## src/hdl/abdm_pkg.sv

```systemverilog
`timescale 1ns / 1ps
// ---------------------------------------------------------------------------
// abdm_pkg
// Shared types and constants of the antialiased disc brush mask unit.
// ---------------------------------------------------------------------------
package abdm_pkg;

    localparam int BRUSH_SPAN = 199;

    // Register and lengths (lengths in 1/256 pixel units)
    localparam int WIDTH_BITS  = 12;
    localparam int RADIUS_BITS = 15;
    localparam int DIST_BITS   = 16;
    localparam int LEN_BITS    = 18;

    localparam logic [WIDTH_BITS-1:0] WIDTH_RESET = 12'd16;
    localparam logic [WIDTH_BITS-1:0] WIDTH_MIN   = 12'd16;
    localparam logic [WIDTH_BITS-1:0] WIDTH_MAX   = WIDTH_BITS'((BRUSH_SPAN - 6) * 16);

    // Width thresholds of the border table (1/16 pixel units)
    localparam logic [WIDTH_BITS-1:0] WIDTH_3P0  = 12'd96;
    localparam logic [WIDTH_BITS-1:0] WIDTH_2P5  = 12'd80;
    localparam logic [WIDTH_BITS-1:0] WIDTH_2P0  = 12'd64;
    localparam logic [WIDTH_BITS-1:0] WIDTH_1P25 = 12'd40;
    localparam logic [WIDTH_BITS-1:0] WIDTH_0P75 = 12'd24;

    // Border codes
    localparam logic [1:0] BORDER_0P50 = 2'd0;
    localparam logic [1:0] BORDER_0P75 = 2'd1;
    localparam logic [1:0] BORDER_1P00 = 2'd2;
    localparam logic [1:0] BORDER_1P25 = 2'd3;

    // Coverage levels and ramp spans
    localparam logic [7:0] LEVEL_FULL = 8'd255;
    localparam logic [7:0] LEVEL_HIGH = 8'd176;
    localparam logic [7:0] LEVEL_LOW  = 8'd32;
    localparam logic [7:0] LEVEL_NONE = 8'd0;
    localparam logic [7:0] SPAN_INNER = LEVEL_FULL - LEVEL_HIGH;
    localparam logic [7:0] SPAN_OUTER = LEVEL_HIGH - LEVEL_LOW;
    localparam logic [7:0] SPAN_OUTER2 = LEVEL_LOW;

    // Reciprocals for division by 3 and 5 of values below 1024
    localparam logic [9:0] RECIP_3 = 10'd683;
    localparam int         RECIP_3_SHIFT = 11;
    localparam logic [7:0] RECIP_5 = 8'd205;
    localparam int         RECIP_5_SHIFT = 10;

    // Square root pipeline split
    localparam int ROOT_STAGES     = 4;
    localparam int ROOT_STEPS      = DIST_BITS / ROOT_STAGES;
    localparam int REM_BITS        = DIST_BITS + 1;

    typedef struct packed {
        logic [REM_BITS-1:0]  rem;
        logic [DIST_BITS-1:0] root;
        logic [DIST_BITS-1:0] rad;
    } root_t;

    function automatic logic [LEN_BITS-1:0] border_len(input logic [1:0] code);
        logic [LEN_BITS-1:0] len;
        unique case (code)
            BORDER_0P50: len = 18'd128;
            BORDER_0P75: len = 18'd192;
            BORDER_1P00: len = 18'd256;
            default:     len = 18'd320;
        endcase
        return len;
    endfunction

endpackage

```

## src/hdl/abdm_root_stage.sv

```systemverilog
`timescale 1ns / 1ps
// ---------------------------------------------------------------------------
// abdm_root_stage
// One registered slice of the digit-by-digit square root: a few result
// bits per stage, two radicand bits consumed per step.
// ---------------------------------------------------------------------------
module abdm_root_stage
    import abdm_pkg::*;
(
    input  logic  aclk,
    input  logic  load,
    input  root_t d_in,
    output root_t q_out
);

    root_t                stage_next;
    root_t                q_reg;

    always_comb begin
        logic [REM_BITS+1:0] cur;
        logic [REM_BITS+1:0] trial;
        stage_next = d_in;
        for (int i = 0; i < ROOT_STEPS; i++) begin
            cur   = {stage_next.rem, stage_next.rad[DIST_BITS-1 -: 2]};
            trial = {1'b0, stage_next.root, 2'b01};
            stage_next.rad = {stage_next.rad[DIST_BITS-3:0], 2'b00};
            if (cur >= trial) begin
                cur             = cur - trial;
                stage_next.rem  = cur[REM_BITS-1:0];
                stage_next.root = {stage_next.root[DIST_BITS-2:0], 1'b1};
            end else begin
                stage_next.rem  = cur[REM_BITS-1:0];
                stage_next.root = {stage_next.root[DIST_BITS-2:0], 1'b0};
            end
        end
    end

    always_ff @(posedge aclk) begin
        if (load) begin
            q_reg <= stage_next;
        end
    end

    assign q_out = q_reg;

endmodule

```

## src/hdl/antialiased_disc_brush_mask_unit.sv

```systemverilog
`timescale 1ns / 1ps
// ---------------------------------------------------------------------------
// antialiased_disc_brush_mask_unit
// Coverage of one mask pixel of an antialiased round brush.
// ---------------------------------------------------------------------------
// Accepts one pixel offset per clock when the output side keeps up and
// returns its coverage. The first stage squares and sums the offsets, the
// root stages run the 16-step integer square root (four result bits per
// stage), the next stage picks the ramp and scales the distance, and the
// last divides by the border width and adds the ramp base. Every stage
// holds its own valid bit, so a stall on the result side lets bubbles close
// up and drops nothing. The brush width register may be written only while
// no pixel is in flight; its clamp and border table act directly on it.
// ---------------------------------------------------------------------------
module antialiased_disc_brush_mask_unit
    import abdm_pkg::*;
(
    input  logic                  aclk,
    input  logic                  aresetn,
    input  logic                  cfg_we,
    input  logic [WIDTH_BITS-1:0] cfg_wdata,
    input  logic                  s_valid,
    output logic                  s_ready,
    input  logic signed [7:0]     s_offset_x,
    input  logic signed [7:0]     s_offset_y,
    output logic                  m_valid,
    input  logic                  m_ready,
    output logic [7:0]            m_coverage
);

    localparam int NSTAGES = ROOT_STAGES + 3;

    logic [WIDTH_BITS-1:0] brush_width_reg;
    logic [NSTAGES-1:0]    valid_reg;
    logic [NSTAGES-1:0]    valid_next;
    logic [NSTAGES-1:0]    adv;

    // ---- configuration ----
    always_ff @(posedge aclk) begin
        if (!aresetn) begin
            brush_width_reg <= WIDTH_RESET;
        end else if (cfg_we) begin
            brush_width_reg <= cfg_wdata;
        end
    end

    logic [WIDTH_BITS-1:0]  width_clamped;
    logic [RADIUS_BITS-1:0] radius;
    logic [1:0]             inner_code, outer_code, outer2_code;

    always_comb begin
        if (brush_width_reg < WIDTH_MIN) begin
            width_clamped = WIDTH_MIN;
        end else if (brush_width_reg > WIDTH_MAX) begin
            width_clamped = WIDTH_MAX;
        end else begin
            width_clamped = brush_width_reg;
        end
        radius = {width_clamped, 3'b000};

        if (width_clamped >= WIDTH_3P0) begin
            inner_code = BORDER_1P00; outer_code = BORDER_1P00; outer2_code = BORDER_1P00;
        end else if (width_clamped >= WIDTH_2P5) begin
            inner_code = BORDER_0P75; outer_code = BORDER_1P00; outer2_code = BORDER_1P25;
        end else if (width_clamped >= WIDTH_2P0) begin
            inner_code = BORDER_0P75; outer_code = BORDER_1P00; outer2_code = BORDER_1P00;
        end else if (width_clamped >= WIDTH_1P25) begin
            inner_code = BORDER_0P75; outer_code = BORDER_0P75; outer2_code = BORDER_1P00;
        end else if (width_clamped >= WIDTH_0P75) begin
            inner_code = BORDER_0P50; outer_code = BORDER_0P75; outer2_code = BORDER_1P00;
        end else begin
            inner_code = BORDER_0P50; outer_code = BORDER_0P75; outer2_code = BORDER_0P75;
        end
    end

    // ---- flow control: a stage advances when it is empty or its successor moves ----
    always_comb begin
        adv[NSTAGES-1] = !valid_reg[NSTAGES-1] || m_ready;
        for (int k = NSTAGES - 2; k >= 0; k--) begin
            adv[k] = !valid_reg[k] || adv[k+1];
        end
        valid_next[0] = adv[0] ? s_valid : valid_reg[0];
        for (int k = 1; k < NSTAGES; k++) begin
            valid_next[k] = adv[k] ? valid_reg[k-1] : valid_reg[k];
        end
    end

    always_ff @(posedge aclk) begin
        if (!aresetn) begin
            valid_reg <= '0;
        end else begin
            valid_reg <= valid_next;
        end
    end

    assign s_ready = adv[0];
    assign m_valid = valid_reg[NSTAGES-1];

    // ---- stage 1: squared distance ----
    logic [7:0]  mag_x, mag_y;
    logic [15:0] sq_sum_next;
    logic [15:0] sq_sum_reg;

    always_comb begin
        mag_x       = s_offset_x[7] ? (~s_offset_x + 8'd1) : s_offset_x;
        mag_y       = s_offset_y[7] ? (~s_offset_y + 8'd1) : s_offset_y;
        sq_sum_next = (mag_x * mag_x) + (mag_y * mag_y);
    end

    always_ff @(posedge aclk) begin
        if (adv[0]) begin
            sq_sum_reg <= sq_sum_next;
        end
    end

    // ---- stages 2..5: square root of sq_sum * 65536 ----
    root_t root_chain [ROOT_STAGES+1];

    assign root_chain[0] = '{rem: '0, root: '0, rad: sq_sum_reg};

    for (genvar g = 0; g < ROOT_STAGES; g++) begin : g_root
        abdm_root_stage u_stage (
            .aclk  (aclk),
            .load  (adv[g+1]),
            .d_in  (root_chain[g]),
            .q_out (root_chain[g+1])
        );
    end

    // ---- stage 6: ramp select and scaling ----
    logic [LEN_BITS-1:0] dist_len, rad_len, len_in, len_out, len_out2;
    logic [LEN_BITS-1:0] edge_full, edge_out, edge_out2, diff;
    logic [7:0]          span_sel, base_next;
    logic [1:0]          div_next;
    logic [16:0]         prod;
    logic [16:0]         num_next;
    logic [16:0]         num_reg;
    logic [1:0]          div_reg;
    logic [7:0]          base_reg;

    always_comb begin
        dist_len  = {2'b00, root_chain[ROOT_STAGES].root};
        rad_len   = {3'b000, radius};
        len_in    = border_len(inner_code);
        len_out   = border_len(outer_code);
        len_out2  = border_len(outer2_code);
        edge_full = dist_len + len_in;
        edge_out  = rad_len + len_out;
        edge_out2 = edge_out + len_out2;
        diff      = '0;
        span_sel  = 8'd0;
        div_next  = BORDER_1P00;
        base_next = LEVEL_NONE;
        if (edge_full <= rad_len) begin
            base_next = LEVEL_FULL;
        end else if (dist_len < rad_len) begin
            diff      = rad_len - dist_len;
            span_sel  = SPAN_INNER;
            div_next  = inner_code;
            base_next = LEVEL_HIGH;
        end else if (dist_len < edge_out) begin
            diff      = edge_out - dist_len;
            span_sel  = SPAN_OUTER;
            div_next  = outer_code;
            base_next = LEVEL_LOW;
        end else if (dist_len < edge_out2) begin
            diff      = edge_out2 - dist_len;
            span_sel  = SPAN_OUTER2;
            div_next  = outer2_code;
            base_next = LEVEL_NONE;
        end
        // diff never exceeds one border width here
        prod     = diff[8:0] * span_sel;
        num_next = prod;
    end

    always_ff @(posedge aclk) begin
        if (adv[NSTAGES-2]) begin
            num_reg  <= num_next;
            div_reg  <= div_next;
            base_reg <= base_next;
        end
    end

    // ---- stage 7: divide by the border width, add the ramp base ----
    logic [10:0] quot64;
    logic [20:0] prod3;
    logic [18:0] prod5;
    logic [7:0]  quot;
    logic [7:0]  coverage_next;
    logic [7:0]  coverage_reg;

    always_comb begin
        quot64 = num_reg[16:6];
        prod3  = quot64 * RECIP_3;
        prod5  = quot64 * RECIP_5;
        case (div_reg)
            BORDER_0P50: quot = quot64[8:1];
            BORDER_0P75: quot = prod3[RECIP_3_SHIFT +: 8];
            BORDER_1P00: quot = quot64[9:2];
            default:     quot = prod5[RECIP_5_SHIFT +: 8];
        endcase
        coverage_next = base_reg + quot;
    end

    always_ff @(posedge aclk) begin
        if (adv[NSTAGES-1]) begin
            coverage_reg <= coverage_next;
        end
    end

    assign m_coverage = coverage_reg;

endmodule

```

## config.mk

```make
export PLATFORM = sky130hd
export DESIGN_NAME = antialiased_disc_brush_mask_unit
export DESIGN_NICKNAME = d
export VERILOG_FILES = /design/src/hdl/abdm_pkg.sv /design/src/hdl/abdm_root_stage.sv /design/src/hdl/antialiased_disc_brush_mask_unit.sv
export SDC_FILE = /design/constraint.sdc
export NUM_CORES = 1
export LEC_CHECK = 0
export BUFFER_PORTS_ARGS = -buffer_cell sky130_fd_sc_hd__buf_2
export CAP_MARGIN = 20
export CORE_MARGIN = 1
export CORE_UTILIZATION = 60
export DETAILED_ROUTE_END_ITERATION = 10
export HOLD_SLACK_MARGIN = 0.06
export PLACE_DENSITY_LB_ADDON = 0.3
export SLEW_MARGIN = 20
export SYNTH_ARGS = -nofsm -noshare
export SYNTH_HDL_FRONTEND = slang
export SYNTH_SLANG_ARGS = --single-unit
```

## constraint.sdc

```tcl
create_clock -name aclk -period 11.3 [get_ports aclk]
set_input_delay 3.39 -clock aclk [delete_from_list [all_inputs] [get_ports aclk]]
set_output_delay 3.39 -clock aclk [all_outputs]
set_load 0.05 [all_outputs]
```

---- Yosys cells after proc, flatten, opt, wreduce, memory -nomap -nowiden ----
Index checks and enable logic that the tools add are counted.
operators by class
  bitwise logic cells ..................... 2
  reductions and logical operators ........ 19
  multiply operators ...................... 5
  muxes and demuxes ....................... 49
  order comparisons ....................... 27
  equality and inequality tests ........... 8
  add/subtract/negate cells ............... 25
operator list
  kind                      number
  $mux W33                  15
  $ge A19 B18 Y1            15
  $sub A17 B17 Y17          14
  $pmux W9 S3               3
  $mux W8                   5
  $ge A12 B7 Y1 const B     3
  $mux W9                   4
  $add A16 B9 Y17           2
  $mul A8 B8 Y16            2
  $sub A9 B9 Y9             3
  $mux W12                  2
  $mux W2                   12
  $pmux W8 S3               1
  $mul A11 B10 Y19 const B  1
  $mul A11 B8 Y18 const B   1
  $le A17 B15 Y1            1
  $lt A16 B17 Y1            1
  $mul A9 B8 Y17            1
  $add A15 B9 Y16           1
  $add A16 B16 Y16          1
  $add A8 B1 Y8 const B     2
  $lt A16 B15 Y1            1
  $lt A16 B16 Y1            1
  $not A8 Y8                2
  other kinds (16)          41
word-level totals
  bits in registers ....................... 193
  input port bits ......................... 33

---- Longest topological paths before layout ----
Gate-level depths: netlist of run 1.
  depth after elaboration ................. 18
  gate-level depth with buffers ........... 49
  mapped depth without buffers ............ 47

---- Modules after synthesis ----
A second synthesis of run 1 with hierarchy kept.
second synthesis, totals
  cells, all modules ...................... 4,072
  area total of the unflattened synthesis .. 35,534.1 um^2
modules (own cells, without submodules)
  module                                   cells each  area each (um^2)  times used
  abdm_root_stage (g_root[0].u_stage ...)  677         5,636.7           3
  antialiased_disc_brush_mask_unit         1,373       13,067.5          1
  abdm_root_stage (g_root[2].u_stage)      668         5,556.6           1

---- Worst setup path after synthesis of run 1 ----
No wires, ideal clock.
  path kind ............................... input -> register
  from .................................... input s_offset_x[1]
  to ...................................... register sq_sum_reg[15], data pin
  path buffers ............................ 0
  data arrival time ....................... 9.114 ns
  required time ........................... 11.040 ns
  stages .................................. 23
  library setup time ...................... 0.260 ns
  setup slack ............................. 1.926 ns
  cells stage by stage .................... or3_1 > o31ai_1 > xnor2_1 > and2_1 > fa_1 > inv_1 > fa_1 > fa_1 > inv_1 > fa_1 > fa_1 > fa_1 > ha_1 > a21oi_1 > o21bai_1 > a21oi_1 > o21bai_1 > a21oi_1 > o21bai_1 > a21oi_1 > o21bai_1 > a21oi_1 > xnor2_1
between the ends
  word-level cells in the longest chain between the ends .. 5
ends and longest elaborated chain
  what                       RTL line                                 text
  from (decl)                antialiased_disc_brush_mask_unit.sv:24   input logic signed [7:0] s_offset_x,
  $not A8 Y8                 antialiased_disc_brush_mask_unit.sv:105  mag_x = s_offset_x[7] ? (~s_offset_x + 8'd1) : s_offset_x;
  $add A8 B1 Y8              antialiased_disc_brush_mask_unit.sv:105
  $mux W8 *                  antialiased_disc_brush_mask_unit.sv:105
  $mul A8 B8 Y16 *           antialiased_disc_brush_mask_unit.sv:107  sq_sum_next = (mag_x * mag_x) + (mag_y * mag_y);
  $add A16 B16 Y16 *         antialiased_disc_brush_mask_unit.sv:107
  named net sq_sum_next[15]  antialiased_disc_brush_mask_unit.sv:101  logic [15:0] sq_sum_next;
  to (signal assigned)       antialiased_disc_brush_mask_unit.sv:112  sq_sum_reg <= sq_sum_next;
  to (decl)                  antialiased_disc_brush_mask_unit.sv:102  logic [15:0] sq_sum_reg;
The timed path passes the listed nets; every way through them passes the cells marked *.
A chain may end at the register's enable or synchronous reset.

==> flow_summary.yaml, run 1 <==
logic_synthesis:
  synth-compound-area-share: 0.160
  synth_area_leaders: "ha_1, edfxtp_1, fa_1"
  yosys.area.top_type: "ha_1"
  syn_inst: 2692
  synthAdderAreaFrac: 0.337
  synthArstFlopShare: 0
  synth_seq_area_share: 0.185
  ys_top_cells_by_count: "ha_1, inv_1, nand2_1"
  yosysUniqueCellTypes: 107
  yosysMostFrequentCell: "ha_1"
  synth.mux.area_fraction: 0.0278
  synth_edf_count: 138
  synth_top_area_frac: 0.200
  yosysWarnings: 0
  syn_area_mm2: 0.0245
  ys_ff_latch: 157
  synthFlopType: "edfxtp_1"
  synth_top_family_by_area: "adder cells"
  syn_area_per_cell_um2: 9.09
  synth_xor_xnor_area_share: 0.0751
  synth-simple-area-share: 0.147
timing:
  hold_viol: 0
  slew-limit-headroom: 0.316
  min_period_ns: 10.22
  fmax_mhz: 97.8
  tightest_slew_ns: 1.02
  skew_ns: 0.0123
  fin_crit_sh: 0.905
  setup_viol: 0
  rsz0062_at_grt: "no"
  drv_slew: 0
  finalSetupTns_ns: 0
clock_network:
  ctsResizeCount: 0
  cts_tree: "done"
  numCtsBuffers: 17
  hold_buffers: 0
  clock-root-buffer: "clkbuf_16"
  postCtsSetupBuffers: 0
  clk-insertion-delay-late_ns: 0.48
  cts_sinks: 157
  clkTransAtPathRegs_ns: 0.07
  clockBufferDepth: 2
  cts_htree_levels: 4
floorplanning:
  initial_core_util: 0.611
  core_mm2: 0.0400
  die_h_um: 204
  rows: 73
  num_io_pins: 43
  dieArea_mm2: 0.0416
  die_w_um: 204
global_route:
  grt_overflow: 0
  grt_max_degree: 30
  grt_pass1_vias: 19600
  grt_pass1_wl_um: 93600
  antenna_found_initial: 0
  grt_usage: 0.280
layout:
  fin_cells: 3273
  stdcell_area_mm2: 0.0259
  drive_gt1_frac: 0.0702
  syn_to_final_growth_pct: 5.75
  nNetsFinal: 3326
  largest_register_ffs: 98
  antenna_cells: 0
worst_setup_path:
  slowest_delay_ns: 0.64
  path_class: "reg -> reg"
  required_ns: 11.52
  worstPathMaxFanout: 20
  start_kind: "flop"
  cpMostUsedCell: "a21oi_1"
  critPathSlowestCell: "a2111oi_0"
  endpoint_kind: "flop"
  cp.arrival_ns: 10.44
drt:
  vias: 19400
  met3_length_um: 2440
  wl_per_cell_um: 17.0
  drt_wl_total_um: 55700
  remaining_drc_errors: 0
  topRoutingLayerUsed: "met4"
  drt-met1-wl_um: 23700
  viasPerCell: 5.92
  dr.pass1.iters: 5
  ant_nets: 0
  dr.first_iter.drc_count: 1126
  wl_met2_um: 27700
outcome:
  status: "finished, final reports clean"
placed_design:
  io_buffer_count: 42
  dp_cells: 3241
  globalplace.congestion: 0.959
  dpl_cell_area_mm2: 0.0253
  dp_hpwl_um: 46500
hold_path:
  hold_path.class: "reg -> reg"
job:
  drv_cap: 0
## final cells by class
type | count | area [um2]
timing repair buffer | 55 | 308
fill | 3278 | 14100
tap | 525 | 657
sequential | 157 | 4520
clock buffer | 17 | 425
multi-input combinational | 2115 | 18300
clock inverter | 15 | 165
inverter | 389 | 1470
## cell usage in the layout (no fill, tap or decap), types with 18 or more instances in the layout
| cell type | Yosys | routed |
|---|---|---|
| ha_1 | 391 | 391 |
| inv_1 | 387 | 386 |
| nand2_1 | 176 | 175 |
| fa_1 | 167 | 167 |
| nor2_1 | 166 | 166 |
| a21oi_1 | 165 | 165 |
| edfxtp_1 | 138 | 138 |
| xnor2_1 | 131 | 131 |
| o21ai_0 | 91 | 91 |
| xor2_1 | 77 | 77 |
| a21o_1 | 66 | 66 |
| nor3_1 | 54 | 53 |
| o21a_1 | 52 | 52 |
| nor2b_1 | 46 | 46 |
| and2_1 | 44 | 44 |
| buf_2 | 6 | 42 |
| o21bai_1 | 31 | 31 |
| nand2b_1 | 30 | 30 |
| nand3_1 | 29 | 29 |
| mux2i_1 | 29 | 29 |
| or3_1 | 20 | 20 |
| o31ai_1 | 19 | 19 |
| dfxtp_1 | 19 | 19 |
| or2_2 | 18 | 18 |
| nor4_1 | 18 | 18 |
## worst max-delay path: cells and delay by family, from the launching register on
kind                       cells  cell delay (ns)
buffers and inverters          3             0.81
and+or+nand+nor               10             1.85
DFF                            1             0.45
adders and majority gates      4             1.08
AOI/OAI and AO/OA             22             5.40
muxes                          1             0.38
## per-stage QoR
step / worst slack (ns) / hold WS (ns) / utilization
2_1_floorplan: 1.93 / 0.400 / -
3_3_place_gp: 1.17 / 0.405 / 0.632
3_5_place_dp: 1.01 / 0.406 / 0.632
4_1_cts: 0.960 / 0.422 / 0.647
5_1_grt: 0.259 / 0.425 / 0.647
6_report: 1.08 / 0.420 / 0.647
## routing by layer
metal  global-route usage  vias up
met4                0.113        0
li1                     -     9446
met3               0.0472      136
met2                0.487      470
met1                0.343     9315
met5                    0        -
## cell families (layout without fill, tap and decap cells)
group,after synthesis,count (layout)
simple gates,694,694
compound gates,582,582
fa+ha+maj,558,558
buf+inv,434,476
xor+xnor,209,209
flops,157,157
mux,56,56
other cells,2,16
## path summary, 6_finish.rpt
check / start / end / slack [ns] / cells past startpoint
max reg2reg: g_root[2].u_stage.q_out[17] / g_root[3].u_stage.q_out[16] / 1.08 / 40
min: sq_sum_reg[0] / g_root[0].u_stage.q_out[8] / 0.42 / 0
min reg2reg: sq_sum_reg[0] / g_root[0].u_stage.q_out[8] / 0.42 / 0
max: g_root[2].u_stage.q_out[17] / g_root[3].u_stage.q_out[16] / 1.08 / 40
Power of run 1 is not shown: default switching activity piles up to over one toggle a cycle in this logic, so the estimate is an artifact.
==> run 2: changes to the inputs <==
==> constraint.sdc (replaced) <==
create_clock -name aclk -period 8.5 [get_ports aclk]
set_input_delay 2.55 -clock aclk [delete_from_list [all_inputs] [get_ports aclk]]
set_output_delay 2.55 -clock aclk [all_outputs]
set_load 0.05 [all_outputs]
==> run 2 against run 1 <==
Effect of this change: the flow now finishes with violations (negative setup slack); flip-flop and latch count is the same; setup slack got worse by 1.6 ns; worst hold slack better by 0.0024 ns; final cell count is 10% higher; critical path depth rose by 1; via count is 7.8% higher.
==> flow_summary.yaml, run 2 (synthesized netlist as in run 1, its figures left out) <==
timing:
  hold_viol: 0
  drv_slew: 0
  skew_ns: 0.0137
  tightest_slew_ns: 1.03
  layout_setup_ws_ns: -0.533
  fin_crit_sh: 1.06
  fmax_mhz: 111
  setup_viol: 4
  slew-limit-headroom: 0.312
  min_period_ns: 9.03
  finalSetupTns_ns: -1.48
  rsz0062_at_grt: "yes"
worst_setup_path:
  start_kind: "flop"
  slowest_delay_ns: 0.61
  reg2reg_depth: 41
  rr_endpoint: "num_reg[16]"
  required_ns: 8.74
  endpoint_kind: "flop"
  cp-endpoint: "num_reg[16]"
  path_class: "reg -> reg"
  worstPathMaxFanout: 5
  cp.arrival_ns: 9.28
  cpMostUsedCell: "o21a_1"
  r2r-start: "brush_width_reg[7]"
  cp-startpoint: "brush_width_reg[7]"
  critPathSlowestCell: "fa_2"
  r2r_slack_ns: -0.53
layout:
  nNetsFinal: 3656
  largest_register_ffs: 98
  fillCellCount: 2861
  layout_common_cells: "ha_1, inv_1, buf_4"
  fin_util: 0.732
  multi_input_area_mm2: 0.0191
  antenna_cells: 0
  final-seq-area_mm2: 0.00453
  syn_to_final_growth_pct: 19.8
  drive_gt1_frac: 0.211
  final_common_cell: "ha_1"
drt:
  vias: 20900
  remaining_drc_errors: 0
  dr.pass1.iters: 5
  wl_per_cell_um: 17.4
  viasPerCell: 5.79
  ant_nets: 0
  dr.first_iter.drc_count: 1303
  drt_wl_total_um: 62600
clock_network:
  clkTransAtPathRegs_ns: 0.07
  clock-root-buffer: "clkbuf_16"
  numCtsBuffers: 17
  cts_tree: "done"
  hold_buffers: 0
  clk-insertion-delay-late_ns: 0.49
  cts_htree_levels: 4
  cts_sinks: 157
  clockBufferDepth: 2
global_route:
  antenna_found_initial: 0
  grt_pass1_wl_um: 102000
  grt_overflow: 0
  grt_pass1_vias: 21600
  grt_usage: 0.305
  grt_max_degree: 30
floorplanning:
  initial_core_util: 0.611
  die_h_um: 204
  dieArea_mm2: 0.0416
  core_mm2: 0.0400
  rows: 73
  die_w_um: 204
  num_io_pins: 43
placed_design:
  globalplace.congestion: 0.961
  io_buffer_count: 42
  dp_hpwl_um: 50500
job:
  drv_cap: 0
hold_path:
  hold_path.class: "reg -> reg"
outcome:
  failed_checks: "negative setup slack"
  status: "complete, but fails checks"
## run 2: cell count changes in the layout (fill, tap and decap cells not counted), sizes merged
cell,previous run,this run
buf,55,385
bufinv,0,6
clkbuf,17,18
clkinv,8,6
inv,395,390
## run 2: cell type report
| class | count | share of cell area |
|---|---|---|
| timing repair buffer | 385 | 0.0970 |
| multi-input combinational | 2115 | 0.653 |
| inverter | 389 | 0.0500 |
| clock inverter | 14 | 0.00816 |
| clock buffer | 18 | 0.0147 |
| tap | 525 | 0.0224 |
| sequential | 157 | 0.155 |
## run 2: per-stage QoR
step                instances  setup slack (ns)  cell area, um2  hold slack [ns]
global placement         3536            -0.572           27700            0.404
global route             3603            -0.908           29300            0.424
detailed placement       3536            -0.938           27700            0.406
CTS                      3579            -0.405           28600            0.421
floorplan                2706            -0.430           24700            0.400
finish                   3603            -0.533           29300            0.423
## run 2: repair_timing
action	in CTS	in global routing
pin swaps	47	48
hold endpoints to repair	0	0
gates resized for setup	36	112
endpoints found under the setup margin	8	46
cloned	0	0
setup buffers	11	24
## run 2: worst min path at each step
| stage | from | cells after the start | end | slack [ns] |
|---|---|---|---|---|
| CTS | sq_sum_reg[5] | 0 | g_root[0].u_stage.q_out[13] | 0.42 |
| finish | sq_sum_reg[5] | 0 | g_root[0].u_stage.q_out[13] | 0.42 |
| global placement | sq_sum_reg[3] | 0 | g_root[0].u_stage.q_out[11] | 0.40 |
| floorplan | sq_sum_reg[2] | 0 | g_root[0].u_stage.q_out[10] | 0.40 |
| detailed placement | sq_sum_reg[7] | 0 | g_root[0].u_stage.q_out[15] | 0.41 |
| global route | sq_sum_reg[2] | 0 | g_root[0].u_stage.q_out[10] | 0.42 |
## run 2: critical path: cells and delay by family, from the launching register on
family / cells / cell delay [ns]
flip-flops: 1 / 0.32
AND/OR/NAND/NOR: 8 / 1.25
AO/OA/AOI/OAI: 18 / 3.22
XOR/XNOR: 1 / 0.07
buffers and inverters: 5 / 0.33
adder cells (fa/ha/maj): 9 / 3.59
## run 2: per-layer routing
layer	vias up	part of all wire	track usage
li1	10100	-	-
met1	10200	0.41	0.367
met2	497	0.52	0.557
met3	115	0.045	0.0432
met4	0	0.024	0.0921
met5	-	0	0
Power of run 2 is left out for the same reason.
